`config.mk`:
```
export PLATFORM = sky130hd
export DESIGN_NAME = wrt_ring
export DESIGN_NICKNAME = d
export VERILOG_FILES = /design/src/hdl/wrt_pkg.sv /design/src/hdl/wrt_ring.sv
export SDC_FILE = /design/constraint.sdc
export NUM_CORES = 2
export LEC_CHECK = 0
export ABC_CLOCK_PERIOD_IN_PS = 4760
export BUFFER_PORTS_ARGS = -buffer_cell sky130_fd_sc_hd__buf_2
export CAP_MARGIN = 25
export CORE_MARGIN = 2
export CORE_UTILIZATION = 57
export DETAILED_ROUTE_END_ITERATION = 12
export GPL_TIMING_DRIVEN = 0
export PLACE_DENSITY_LB_ADDON = 0.15
export SYNTH_ARGS = -nofsm -noshare
export SYNTH_HDL_FRONTEND = slang
export SYNTH_SLANG_ARGS = --single-unit
```
`constraint.sdc`:
```
create_clock -name clk -period 4.76 [get_ports clk]
set_input_delay 0.238 -clock clk [delete_from_list [all_inputs] [get_ports clk]]
set_output_delay 0.238 -clock clk [all_outputs]
set_load 0.01 [all_outputs]
```
`src/hdl/wrt_pkg.sv`:
```
package wrt_pkg;

    localparam logic [1:0] KIND_ADD   = 2'd0;
    localparam logic [1:0] KIND_CLEAR = 2'd1;
    localparam logic [1:0] KIND_EST   = 2'd2;

    localparam logic [2:0] ST_VALID    = 3'd0;
    localparam logic [2:0] ST_TOO_FEW  = 3'd1;
    localparam logic [2:0] ST_BAD_H    = 3'd2;
    localparam logic [2:0] ST_NONMONO  = 3'd3;
    localparam logic [2:0] ST_STALE    = 3'd4;
    localparam logic [2:0] ST_RECEDING = 3'd5;
    localparam logic [2:0] ST_CLAMPED  = 3'd6;

    localparam logic [2:0] CFG_WINDOW  = 3'd0;
    localparam logic [2:0] CFG_MIN     = 3'd1;
    localparam logic [2:0] CFG_STALE   = 3'd2;
    localparam logic [2:0] CFG_MAX_TTC = 3'd3;
    localparam logic [2:0] CFG_VFLOOR  = 3'd4;

    // quotient bits of the divider: ttc below 2^20, confidence at most 2^16
    localparam int QBITS = 21;

    typedef enum logic [4:0] {
        S_IDLE,
        S_START,
        S_RD,
        S_SAMP,
        S_MDD,
        S_MHH,
        S_MDH,
        S_CHK,
        S_NSDD,
        S_SDSQ,
        S_A,
        S_B,
        S_NSHH,
        S_SHSQ,
        S_XYSQ,
        S_XXYY,
        S_DCONF,
        S_POS,
        S_SHXX,
        S_NDL,
        S_XYT,
        S_DEN,
        S_LIM,
        S_DTTC,
        S_DONE
    } wrt_state_t;

endpackage

```
`src/hdl/wrt_ring.sv`:
```
module wrt_ring
    import wrt_pkg::*;
#(
    parameter int DEPTH = 32,
    parameter int TW    = 48,
    parameter int AW    = 5
)
(
    input  logic          clk,
    input  logic          we,
    input  logic [AW-1:0] waddr,
    input  logic [TW-1:0] wtime,
    input  logic [16:0]   wheight,
    input  logic          re,
    input  logic [AW-1:0] raddr,
    output logic [TW-1:0] rtime,
    output logic [16:0]   rheight
);

    logic [TW-1:0] time_mem [DEPTH];
    logic [16:0]   height_mem [DEPTH];
    logic [TW-1:0] rtime_reg;
    logic [16:0]   rheight_reg;

    always_ff @(posedge clk)
    begin
        if (we)
        begin
            time_mem[waddr]   <= wtime;
            height_mem[waddr] <= wheight;
        end
        if (re)
        begin
            rtime_reg   <= time_mem[raddr];
            rheight_reg <= height_mem[raddr];
        end
    end

    assign rtime   = rtime_reg;
    assign rheight = rheight_reg;

endmodule

```
==> results.yml <==
final_layout:
  nFillCells: 8696
  area.growth.synth_to_final_pct: 16.18
  fin_area_um2: 93930
  drive_gt1_share_pct: 34.97
  largest_reg_flops: 1536
  fin_util_pct: 66.51
  finalNetCount: 3769
  layout.cells.non_filler: 5740
route:
  vias_per_cell: 6.694
  ant_nets: 0
  wl_per_cell_um: 36.86
  remaining_drc_errors: 0
  firstDrtPassIters: 5
  vias: 38424
  totalWireLength_um: 211600
  drt_iter0_markers: 5455
synth:
  yosysSeqAreaShare_pct: 79.67
  synth_area_leader_cell: "edfxtp_1"
  syn_area_per_cell_um2: 25.68
  yosysWarnings: 0
  synth_commonest_cells: "edfxtp_1 (2145), mux4_2 (611), mux2_2 (74)"
  synth_flop_cell: "edfxtp_1"
  synth_edf_count: 2145
  async_reset_ff_share_pct: 0
  netlist_instances: 3148
  synth_seq_cells: 2145
  synth_top_area_share_pct: 79.67
  synth_nets: 3226
  synth_area_leaders: "edfxtp_1 (80%), mux4_2 (17%), mux2_2 (1.0%)"
  yosysMostFrequentCell: "edfxtp_1"
  synth_cell_types: 28
  synthesis.area_um2: 80850
cts:
  postCtsSetupBuffers: 0
  clockRootBuffer: "clkbuf_16"
  clk_pin_slew_ps: 60
  clk_path_buf_depth: 3
  cts_buffers: 206
  clk_latency_ps: 850
  cts_htree_levels: 4
  cts_tree: "yes"
  cts.sinks: 2145
global_routing:
  antenna_found_initial: 13
  grt-ovfl-total: 0
  grt_start_max_net_pins: 46
  first_global_vias: 38934
  grt_pass1_wl_um: 294100
  grt_use_total_pct: 29.55
place:
  hpwl_um: 136000
  port_buffers: 137
  dp.cells: 5298
  place_area_um2: 86710
  dp_slack_ps: 1117
  gp_congestion: 0.7602
die:
  num_rows: 138
  initial_core_util_pct: 57.24
  fp.dieH_um: 380.6
  die_area_um2: 144900
  die_w_um: 380.6
  core_um2: 141200
  num_io_pins: 143
critical_path:
  crit_type: "in2reg"
  crit_arrival_ps: 3320
  cp.required_ps: 5330
  end_kind: "register"
  crit_fanout: 10
  r2r_slack_ps: 2690
  start_kind: "input port"
sta:
  fin_crit_sh_pct: 57.71
  slew_violations: 0
  fin_ws_ps: 2013
  tightest_slew_ps: 1157
  relSlewSlack_pct: 22.88
  finClkSkew_ps: 23.45
  finalCriticalPeriod_ps: 2747
  setup_viol: 0
  clock.fmax_mhz: 364.0
  rsz0062_at_grt: "false"
  hold_viol_final: 0
pwr:
  p_leak_nw: 29.49
  ir_drop_mv: 0.3191
  powerDensity_nw_per_um2: 415.0
  totalPowerFinal_mw: 38.98
hold_path:
  hp-class: "in2reg"
job:
  drv_cap: 0
status:
  status: "finished clean"
[worst max-delay path, cell delays in order]
cell	delay (ps)
clkbuf_1	710
clkbuf_1	480
buf_8	250
clkbuf_1	770
mux4_2	450
mux2_2	380
[power breakdown]
group,switching [mW],leakage [nW],total (mW),internal (mW)
registers,0.0715,19.4,21.2,21.1
logic,1.22,6.97,2.09,0.871
clock network,6.82,3.14,15.7,8.92
[through the flow]
| step | hold slack [ps] | setup TNS [ps] |
|---|---|---|
| CTS | 188.5 | 0 |
| floorplan | 336.9 | 0 |
| global placement | 650.8 | -7864920 |
| global route | 252.4 | 0 |
| finish | 237.0 | 0 |
| detailed placement | 646.1 | 0 |
[repair_timing]
| item | CTS | global route |
|---|---|---|
| resized for setup | 0 | 0 |
| setup endpoints to repair | 0 | 0 |
| hold buffers | 66 | 0 |
| endpoints found under the hold margin | 2100 | 0 |
[cells in the final DEF (no fill, tap or decap), types with 39 or more instances in the layout]
cell type / count
buf_12: 88
buf_2: 197
clkbuf_1: 112
clkbuf_16: 209
clkinv_1: 43
dlygate4sd3_1: 66
edfxtp_1: 2145
mux2_2: 74
mux2i_1: 39
mux4_2: 611
[cell type report]
class / count / area (um2) / area share [%]
flip-flops and latches: 2145 / 64410 / 68.57
well taps: 1890 / 2365 / 2.517
diodes: 7 / 17.52 / 0.01865
inverters: 1 / 3.754 / 0.003996
plain buffers: 160 / 767.0 / 0.8165
clock inverters: 107 / 1021 / 1.087
clock buffers: 253 / 5395 / 5.744
repair buffers: 335 / 4039 / 4.300
multi-input cells: 842 / 15910 / 16.94
[cell families (layout without fill, tap and decap cells)]
group / after synthesis / count (layout) / synth area share, %
other: 0 / 7 / 0
buffers and inverters: 161 / 856 / 0.9486
AO/OA/AOI/OAI: 53 / 53 / 0.4813
flip-flops: 2145 / 2145 / 79.67
multiplexers: 724 / 724 / 18.53
AND/OR/NAND/NOR: 65 / 65 / 0.3714
[layer usage]
| metal | vias up | GRT usage, % | part of all wire [%] | wire, um |
|---|---|---|---|---|
| met5 | - | 0 | 0.033 | 69 |
| met4 | 10 | 10.91 | 3.7 | 7748 |
| met3 | 420 | 5.394 | 9.4 | 19850 |
| met2 | 2441 | 49.92 | 52 | 109000 |
| met1 | 20658 | 38.97 | 35 | 74920 |
| li1 | 14895 | - | - | - |
[final timing paths]
| check | from | end | cells after the start |
|---|---|---|---|
| worst max-delay path | raddr[4] | rtime[39] | 6 |
| worst min-delay path | waddr[2] | height_mem[4][12] | 3 |
| worst max register to register | time_mem[31][4] | rtime[4] | 3 |
| worst min register to register | time_mem[4][13] | rtime[13] | 3 |
Note: power is estimated with default switching activity, not from simulation.
