$ cat config.mk
export PLATFORM = sky130hd
export DESIGN_NAME = wrt_mul
export DESIGN_NICKNAME = d
export VERILOG_FILES = /design/src/hdl/wrt_pkg.sv /design/src/hdl/wrt_mul.sv
export SDC_FILE = /design/constraint.sdc
export NUM_CORES = 1
export LEC_CHECK = 0
export BUFFER_PORTS_ARGS = -buffer_cell sky130_fd_sc_hd__buf_4
export CORE_MARGIN = 1.5
export CORE_UTILIZATION = 55
export CTS_CLUSTER_DIAMETER = 50
export DETAILED_ROUTE_END_ITERATION = 16
export PLACE_DENSITY = 0.89
export RECOVER_POWER = 25
export SLEW_MARGIN = 40
export SYNTH_ARGS = -nofsm -noshare
export SYNTH_HDL_FRONTEND = slang
export SYNTH_SLANG_ARGS = --single-unit
$ cat constraint.sdc
create_clock -name clk -period 4.5 [get_ports clk]
set_clock_uncertainty 0.05 [all_clocks]
set_input_delay 0.225 -clock clk [delete_from_list [all_inputs] [get_ports clk]]
set_output_delay 0.225 -clock clk [all_outputs]
set_load 0.03 [all_outputs]
$ cat src/hdl/wrt_pkg.sv
package wrt_pkg;

    localparam logic [1:0] KIND_ADD   = 2'd0;
    localparam logic [1:0] KIND_CLEAR = 2'd1;
    localparam logic [1:0] KIND_EST   = 2'd2;

    localparam logic [2:0] ST_VALID    = 3'd0;
    localparam logic [2:0] ST_TOO_FEW  = 3'd1;
    localparam logic [2:0] ST_BAD_H    = 3'd2;
    localparam logic [2:0] ST_NONMONO  = 3'd3;
    localparam logic [2:0] ST_STALE    = 3'd4;
    localparam logic [2:0] ST_RECEDING = 3'd5;
    localparam logic [2:0] ST_CLAMPED  = 3'd6;

    localparam logic [2:0] CFG_WINDOW  = 3'd0;
    localparam logic [2:0] CFG_MIN     = 3'd1;
    localparam logic [2:0] CFG_STALE   = 3'd2;
    localparam logic [2:0] CFG_MAX_TTC = 3'd3;
    localparam logic [2:0] CFG_VFLOOR  = 3'd4;

    // quotient bits of the divider: ttc below 2^20, confidence at most 2^16
    localparam int QBITS = 21;

    typedef enum logic [4:0] {
        S_IDLE,
        S_START,
        S_RD,
        S_SAMP,
        S_MDD,
        S_MHH,
        S_MDH,
        S_CHK,
        S_NSDD,
        S_SDSQ,
        S_A,
        S_B,
        S_NSHH,
        S_SHSQ,
        S_XYSQ,
        S_XXYY,
        S_DCONF,
        S_POS,
        S_SHXX,
        S_NDL,
        S_XYT,
        S_DEN,
        S_LIM,
        S_DTTC,
        S_DONE
    } wrt_state_t;

endpackage

$ cat src/hdl/wrt_mul.sv
module wrt_mul
    import wrt_pkg::*;
#(
    parameter int W = 64
)
(
    input  logic         clk,
    input  logic         rst_n,
    input  logic         start,
    input  logic [W-1:0] a,
    input  logic [W-1:0] b,
    input  logic [W-1:0] acc_in,
    output logic         busy,
    output logic [W-1:0] prod
);

    logic [W-1:0] a_reg;
    logic [W-1:0] b_reg;
    logic [W-1:0] acc_reg;

    // shift-add, one multiplier bit per cycle, stops once the multiplier is used up
    always_ff @(posedge clk or negedge rst_n)
    begin
        if (!rst_n)
        begin
            b_reg <= '0;
        end
        else if (start)
        begin
            b_reg <= b;
        end
        else if (b_reg != '0)
        begin
            b_reg <= b_reg >> 1;
        end
    end

    always_ff @(posedge clk)
    begin
        if (start)
        begin
            a_reg   <= a;
            acc_reg <= acc_in;
        end
        else if (b_reg != '0)
        begin
            a_reg <= a_reg << 1;
            if (b_reg[0])
            begin
                acc_reg <= acc_reg + a_reg;
            end
        end
    end

    assign busy = (b_reg != '0);
    assign prod = acc_reg;

endmodule

==> run summary <==
ranking of synthesized cells by area: edfxtp_1 (33%), dfrtp_1 (14%), mux2_2 (13%)
IO buf count: 259
RD Place Congestion: 0.905
Syn Inst Count: 1023
H-tree depth: 4
Routed WL: 32.5 mm
CTS sink count: 192
Worst-path clk slew: 0.09 ns
Power Dens Cells: 553 nW/um^2
Netlist cell types: 75
Area growth syn-to-layout: 28.7%
Detail Route Antenna Nets: 0
initial core utilization: 56.4%
failing checks: max-capacitance violations, max-slew violations
Peak Freq: 267 MHz
1st-iter DRT viols: 575
Tmin final: 3.74 ns
DIE AREA: 21800 sq um
Worst-Skew Late Latency: 0.45 ns
Critical Path RT: 4.64 ns
Yosys reg bits: 192
Hold Crit Depth: 3
setup violators final: 0
largest net degree at the start of global routing: 92
CP max FO: 3
WL per Instance: 20.3 microns
CTS root buf: clkbuf_16
top post-synthesis cells by count: mux2_2 (130), edfxtp_1 (128), nand2_1 (104)
DRC: 0
CP Data Arrival Time: 3.88 ns
Post-synth top flop: edfxtp_1
relative slew slack: -124%
Max Slew Vio Count: 65
count leader, synth: mux2_2
CTS Buffer Depth: 2
Detailed Routing Iterations Pass 1: 7
R2R setup slack: 0.76 ns
I/O pins: 260
max-cap viol count: 1
Post-Syn Nets: 1282
vias per std cell: 5.97
Antenna Cells: 0
Hold Crit Class: primary input to flop
Final #Nets: 1577
cts bufs inserted: 17
Ys Warns: 0
initial antenna violation count: 0
worst slack at placement: 0.823 ns
share of layout cells above drive strength 1: 33.3%
core footprint: 20400 sq um
vias in the first global route: 9864
WS Path Type: flop to flop
Via Count: 9552
kind of end point of the critical path: flop
final hold viol count: 0
fillers: 1379
Lkg Pwr: 6.32 nW
dominant cell type by area after synthesis: edfxtp_1
Reg2Reg Depth: 13
Post-Syn Area per Cell: 11.2 sq um
Die Ht: 148 microns
final setup TNS: 0 ns
min setup slack post-route: 0.759 ns
startpoint types: flop
first-pass GRT wire length: 51.1 mm
Detailed Place HPWL: 22.8 mm
FFs w/ async S/R, synth: 33.3%
Die X-Extent: 148 microns
CTS tree: yes
Tot GR Track Use: 30.0%
FF/Latch Area: 5450 sq um
number of synthesized flops with an enable pin: 128
slew of the pin with the lowest slew margin: 3.36 ns
worst vdd ir: 0.270 mV
Tcrit/Tclk final: 83.1%
RSZ-0062 raised after global routing: no
grt ovf: 0
cell area after synthesis: 11500 sq um
post-cts resize count: 0
footprint of the multi-input gates: 5720 sq um
post-synthesis sequential area ratio: 47.4%
status: finished, violations left
Std-Cell Rows: 52
area share of the largest cell type after synthesis: 33.5%
## what timing repair did
| item | in CTS | in global routing |
|---|---|---|
| endpoints found under the hold margin | 128 | 1 |
| hold buffers | 65 | 1 |
| setup buffers | 0 | 0 |
## metrics by stage
stage          utilization, %  area, sq um  total power, mW  hold WS, ns  cells
2_1_floorplan               -        11500             5.43       -0.121   1023
3_3_place_gp             66.5        13500             6.41        0.295   1503
3_5_place_dp             66.5        13500             6.52        0.299   1503
4_1_cts                  72.7        14800             8.15      0.00412   1600
5_1_grt                  72.6        14800             8.62       0.0248   1601
6_report                 72.6        14800             8.18       0.0113   1601
## worst paths after layout
kind / start / endpoint
setup / recovery: prod[0]$_DFFE_PP_ / prod[56]$_DFFE_PP_
hold / removal: acc_in[2] / prod[2]$_DFFE_PP_
setup reg to reg: prod[0]$_DFFE_PP_ / prod[56]$_DFFE_PP_
hold reg to reg: b_reg[16]$_DFFE_PN0P_ / b_reg[15]$_DFFE_PN0P_
max in group asynchronous: rst_n / b_reg[4]$_DFFE_PN0P_
min in group asynchronous: rst_n / b_reg[27]$_DFFE_PN0P_
## critical path: stages, from the launching register on
cell      delay, ns
edfxtp_1       0.41
ha_1           0.25
fa_1           0.42
a21o_2         0.26
a221oi_2       0.36
o211ai_1       0.17
and3_1         0.22
nor2_2         0.24
o41ai_4        0.13
a221oi_2       0.33
o21ai_2        0.13
a21boi_1       0.17
xnor2_1        0.08
mux2_2         0.26
## cell families (layout without fill, tap and decap cells)
group / after synthesis / in the layout / share of synthesized area [%]
muxes: 130 / 130 / 12.7
buffers and inverters: 71 / 379 / 2.90
xor gates and xnor gates: 61 / 61 / 4.65
adders and majority gates: 64 / 64 / 7.03
AOI/OAI and AO/OA: 272 / 272 / 15.5
DFF: 192 / 192 / 47.4
and+or+nand+nor: 233 / 233 / 9.83
## layout by cell type, fill, tap and decap left out, drive strengths merged, types with 11 or more instances in the layout
master / count
a31oi: 13
inv: 26
a21oi: 66
dfrtp: 64
o21bai: 20
xnor2: 34
ha: 63
nand2: 106
dlygate4sd3: 66
edfxtp: 128
nand4: 23
nor2: 34
nand3: 11
o21ai: 92
nor3: 14
clkbuf: 28
xor2: 27
a21o: 29
mux2: 130
nor4: 19
buf: 252
## area by class of cell
cell class | count | area share [%]
multi-input combinational | 760 | 38.7
inverter | 18 | 0.457
timing repair buffer | 329 | 17.6
tap | 270 | 2.28
clock inverter | 15 | 1.27
sequential | 192 | 36.8
clock buffer | 17 | 2.88
## metal layers
| layer | GRT usage, % | up-vias | share of wire [%] | wire length [microns] |
|---|---|---|---|---|
| li1 | - | 4441 | - | - |
| met1 | 36.4 | 4524 | 39 | 12700 |
| met2 | 50.6 | 484 | 48 | 15700 |
| met3 | 6.64 | 103 | 8.0 | 2590 |
| met4 | 14.6 | 0 | 4.7 | 1510 |
| met5 | 0 | - | 0 | 0 |
## where the power goes
group | leakage, nW | internal (mW) | switching [mW] | total, mW
combinational | 3.94 | 1.64 | 2.40 | 4.04
sequential | 2.09 | 2.33 | 0.245 | 2.57
clock | 0.293 | 0.763 | 0.811 | 1.57
Power figures use the tool's default switching activity.
