===== src/hdl/wrt_pkg.sv =====
package wrt_pkg;

    localparam logic [1:0] KIND_ADD   = 2'd0;
    localparam logic [1:0] KIND_CLEAR = 2'd1;
    localparam logic [1:0] KIND_EST   = 2'd2;

    localparam logic [2:0] ST_VALID    = 3'd0;
    localparam logic [2:0] ST_TOO_FEW  = 3'd1;
    localparam logic [2:0] ST_BAD_H    = 3'd2;
    localparam logic [2:0] ST_NONMONO  = 3'd3;
    localparam logic [2:0] ST_STALE    = 3'd4;
    localparam logic [2:0] ST_RECEDING = 3'd5;
    localparam logic [2:0] ST_CLAMPED  = 3'd6;

    localparam logic [2:0] CFG_WINDOW  = 3'd0;
    localparam logic [2:0] CFG_MIN     = 3'd1;
    localparam logic [2:0] CFG_STALE   = 3'd2;
    localparam logic [2:0] CFG_MAX_TTC = 3'd3;
    localparam logic [2:0] CFG_VFLOOR  = 3'd4;

    // quotient bits of the divider: ttc below 2^20, confidence at most 2^16
    localparam int QBITS = 21;

    typedef enum logic [4:0] {
        S_IDLE,
        S_START,
        S_RD,
        S_SAMP,
        S_MDD,
        S_MHH,
        S_MDH,
        S_CHK,
        S_NSDD,
        S_SDSQ,
        S_A,
        S_B,
        S_NSHH,
        S_SHSQ,
        S_XYSQ,
        S_XXYY,
        S_DCONF,
        S_POS,
        S_SHXX,
        S_NDL,
        S_XYT,
        S_DEN,
        S_LIM,
        S_DTTC,
        S_DONE
    } wrt_state_t;

endpackage


===== src/hdl/wrt_div.sv =====
module wrt_div
    import wrt_pkg::*;
#(
    parameter int W = 64
)
(
    input  logic             clk,
    input  logic             rst_n,
    input  logic             start,
    input  logic [W-1:0]     num,
    input  logic [W-1:0]     den,
    output logic             busy,
    output logic [QBITS-1:0] quot
);

    localparam int QCW = $clog2(QBITS + 1);

    logic [QCW-1:0]   cnt_reg;
    logic [W-1:0]     r_reg;
    logic [W-1:0]     ds_reg;
    logic [QBITS-1:0] q_reg;

    // restoring division, one quotient bit per cycle; caller keeps num below den << QBITS
    always_ff @(posedge clk or negedge rst_n)
    begin
        if (!rst_n)
        begin
            cnt_reg <= '0;
        end
        else if (start)
        begin
            cnt_reg <= QCW'(QBITS);
        end
        else if (cnt_reg != '0)
        begin
            cnt_reg <= cnt_reg - QCW'(1);
        end
    end

    always_ff @(posedge clk)
    begin
        if (start)
        begin
            r_reg  <= num;
            ds_reg <= den << (QBITS - 1);
            q_reg  <= '0;
        end
        else if (cnt_reg != '0)
        begin
            ds_reg <= ds_reg >> 1;
            if (r_reg >= ds_reg)
            begin
                r_reg <= r_reg - ds_reg;
                q_reg <= {q_reg[QBITS-2:0], 1'b1};
            end
            else
            begin
                q_reg <= {q_reg[QBITS-2:0], 1'b0};
            end
        end
    end

    assign busy = (cnt_reg != '0);
    assign quot = q_reg;

endmodule


===== config.mk =====
export PLATFORM = sky130hd
export DESIGN_NAME = wrt_div
export DESIGN_NICKNAME = d
export VERILOG_FILES = /design/src/hdl/wrt_pkg.sv /design/src/hdl/wrt_div.sv
export SDC_FILE = /design/constraint.sdc
export NUM_CORES = 1
export LEC_CHECK = 0
export ABC_AREA = 1
export BUFFER_PORTS_ARGS = -buffer_cell sky130_fd_sc_hd__buf_2
export CAP_MARGIN = 20
export CORE_MARGIN = 8
export CORE_UTILIZATION = 45
export DETAILED_ROUTE_END_ITERATION = 8
export PLACE_DENSITY = 0.68
export SLEW_MARGIN = 0
export SYNTH_ARGS = -nofsm -noshare
export SYNTH_HDL_FRONTEND = slang
export SYNTH_SLANG_ARGS = --single-unit

===== constraint.sdc =====
create_clock -name clk -period 7.9 [get_ports clk]
set_input_delay 1.185 -clock clk [delete_from_list [all_inputs] [get_ports clk]]
set_output_delay 1.185 -clock clk [all_outputs]
set_load 0.05 [all_outputs]

==> qor.txt <==
======================================================================================
Status                                                                    complete, no violations
CP peak stage delay                                                            0.72 ns
Clk buf depth                                                                        2
Worst-case clock skew                                                        0.0160 ns
Data arrival at the endpoint of the critical path                              2.45 ns
Final hold viol count                                                                0
Cell types with the largest area share after synthesis                    edfxtp_1, nand2_1, inv_1, dfxtp_1, ha_1
Wire per inst                                                                  15.3 um
Synth Instances                                                                   1952
Setup TNS                                                                         0 ns
Chip height                                                                     181 um
Max transition margin                                                            37.1%
Most frequent cells after synthesis                                       nand2_1, inv_1, nor2_1
Reg-to-reg slack, setup                                                        4.52 ns
H-tree levels                                                                        4
Post-synthesis sequential area ratio                                             34.0%
Worst path slowest cell                                                          buf_4
CP max FO                                                                          104
Dominant cell type by count on the critical path                                 inv_1
# DRC                                                                                0
Die W                                                                           181 um
F_max                                                                          275 MHz
Largest area contributor in the synthesized netlist                           edfxtp_1
Fraction of the cycle the final worst path needs                                 46.0%
Std-Cell Core Area                                                           27000 um2
Worst supply voltage drop on vdd                                              0.150 mV
Worst Setup Path Type                                                     flip-flop to output port
Total setup violations reported at the end of the flow                               0
Path type of the worst min-delay path                                     flip-flop to flip-flop
Later-pin clock latency in the skew report                                     0.44 ns
Violation count after the first detailed-routing iteration                         788
Cts bufs inserted                                                                   17
Placed insts                                                                      2388
Number of nets produced by synthesis                                              2149
Mapped Area                                                                  12300 um2
Worst slew pin tran                                                           0.944 ns
Post-synth top area share                                                        26.3%
Initial antenna violation count                                                      0
Overflow left after global routing                                                   0
Initial core utilization                                                         45.7%
Diode count                                                                          0
RSZ-0062 raised after global routing                                             false
TritonCTS clock tree                                                             built
Standby leakage power                                                       0.00771 uW
Max-capacitance violation count                                                      0
Worst EP required                                                              6.71 ns
Crit path cell chain                                                      inv_1 -> ha_1 -> nand2_1 -> nor2_4 -> buf_4 -> inv_1 -> buf_2
Total routed wirelength                                                       36900 um
Tmin final                                                                     3.64 ns
Routed vias                                                                      12.0k
Clock Tree Root                                                              clkbuf_16
Pre-CTS setup slack                                                            4.49 ns
First-pass GRT wire length                                                    58900 um
Most repeated cell in the gate-level netlist after synthesis                   nand2_1
Cts repair resizes                                                                   0
Std-Cell Rows                                                                       60
Total GRT Usage                                                                  22.4%
Final max-slew violation count                                                       0
Share of cells above drive strength 1                                            10.9%
ANT nets after route                                                                 0
Power per standard cell area                                                374 nW/um2
Post-synth EDFFs                                                                   108
Count of cell types in the netlist                                                  36
Weighted congestion reported at the end of routability-driven placement          0.913
Clock slew seen by the registers of the worst setup and hold paths             0.07 ns
Leading register cell type out of synthesis                                   edfxtp_1
Flop and latch count out of synthesis                                              154
Kind of launch point of the worst setup path                                 flip-flop
Number of clock sinks                                                              154
Maximum number of pins on one net before global-route repair                       105
Number of warnings issued by yosys                                                   0
Total of buffers placed on input and output ports                                  132
Number of buffers added for setup after CTS                                          0
Final HPWL DP                                                                 29700 um
Final Instance Count excl. Fillers                                                2420
Average size of a mapped cell                                                 6.31 um2
Layout Nets                                                                       2263
Number of global-route vias before repair                                        11.5k
Vias/cell                                                                         4.95
Hold_buf cts                                                                         0
Number of ports placed on the die boundary                                         153
Pre-antenna DRT Iters                                                                7
Die outline area                                                             32900 um2
Worst Setup End Kind                                                       output port
Slack of the critical path                                                     4.26 ns
Area added between synthesis and finish                                          12.9%
Async set or reset register ratio after synthesis                                3.25%
======================================================================================
## metal layers
| layer | share of wire [%] | GRT usage, % | wire (um) | vias up |
|---|---|---|---|---|
| met3 | 4.4 | 3.71 | 1620 | 37 |
| met1 | 44 | 27.5 | 16400 | 5453 |
| met4 | 2.0 | 5.38 | 749 | 0 |
| li1 | - | - | - | 6220 |
| met2 | 49 | 40.2 | 18200 | 262 |
| met5 | 0 | 0 | 0 | - |
## where the power goes
group | switching, uW | internal, uW
Clock | 435 | 436
Combinational | 2130 | 987
Sequential | 69.0 | 1150
Total | 2630 | 2570
## final timing paths
path / startpoint / endpoint / cells after the start
worst max-delay path: cnt_reg[0] / busy / 7
worst min-delay path: ds_reg[15] / ds_reg[15] / 2
worst max register to register: r_reg[0] / r_reg[50] / 17
worst min register to register: ds_reg[15] / ds_reg[15] / 2
max in group asynchronous: rst_n / cnt_reg[1] / 1
min in group asynchronous: rst_n / cnt_reg[4] / 1
## worst max-delay path: cells and delay by family, from the launching register on
family / cells / cell delay (ns)
buf+inv: 4 / 1.22
fa+ha+maj: 1 / 0.21
simple gates: 2 / 0.19
flops: 1 / 0.36
## per-stage QoR
| stage | instance area, um2 | hold slack, ns | utilization [%] | power [uW] |
|---|---|---|---|---|
| 6_report | 13900 | 0.480 | 51.6 | 5210 |
| 5_1_grt | 13900 | 0.493 | 51.6 | 5690 |
| 4_1_cts | 13900 | 0.480 | 51.6 | 5240 |
| 3_5_place_dp | 13300 | 0.466 | 49.3 | 4350 |
| 3_3_place_gp | 13300 | 0.456 | 49.3 | 4310 |
| 2_1_floorplan | 12300 | 0.443 | - | 3470 |
## layout by cell type (no fill, tap or decap), types with 5 or more instances in the layout
cell type,n
a21oi_1,70
buf_2,131
buf_4,8
clkbuf_16,17
dfrtp_1,5
dfxtp_1,41
edfxtp_1,108
ha_1,65
inv_1,386
inv_2,9
nand2_1,781
nand2_2,11
nand3_1,83
nand3_2,5
nand3b_1,9
nand4_1,10
nor2_1,134
nor2_2,17
nor3_1,10
nor3_2,5
o21ai_0,93
o21ai_1,11
o31ai_1,14
xnor2_1,24
## cell type report
class,instances,area [um2]
Fill cell,2911,13000
Multi-Input combinational cell,1358,6470
Sequential cell,154,4190
Inverter,396,1490
Timing Repair Buffer,139,716
Tap cell,341,427
Clock buffer,17,425
Clock inverter,15,193
## kinds of logic (layout without fill, tap and decap cells)
family / Yosys count / in the layout / share of synthesized area, %
simple gates: 1076 / 1076 / 35.8
buf+inv: 440 / 567 / 13.6
compound gates: 191 / 191 / 8.10
flops: 154 / 154 / 34.0
fa+ha+maj: 66 / 66 / 6.76
xor+xnor: 25 / 25 / 1.78
Note: power is estimated with default switching activity, not from simulation.
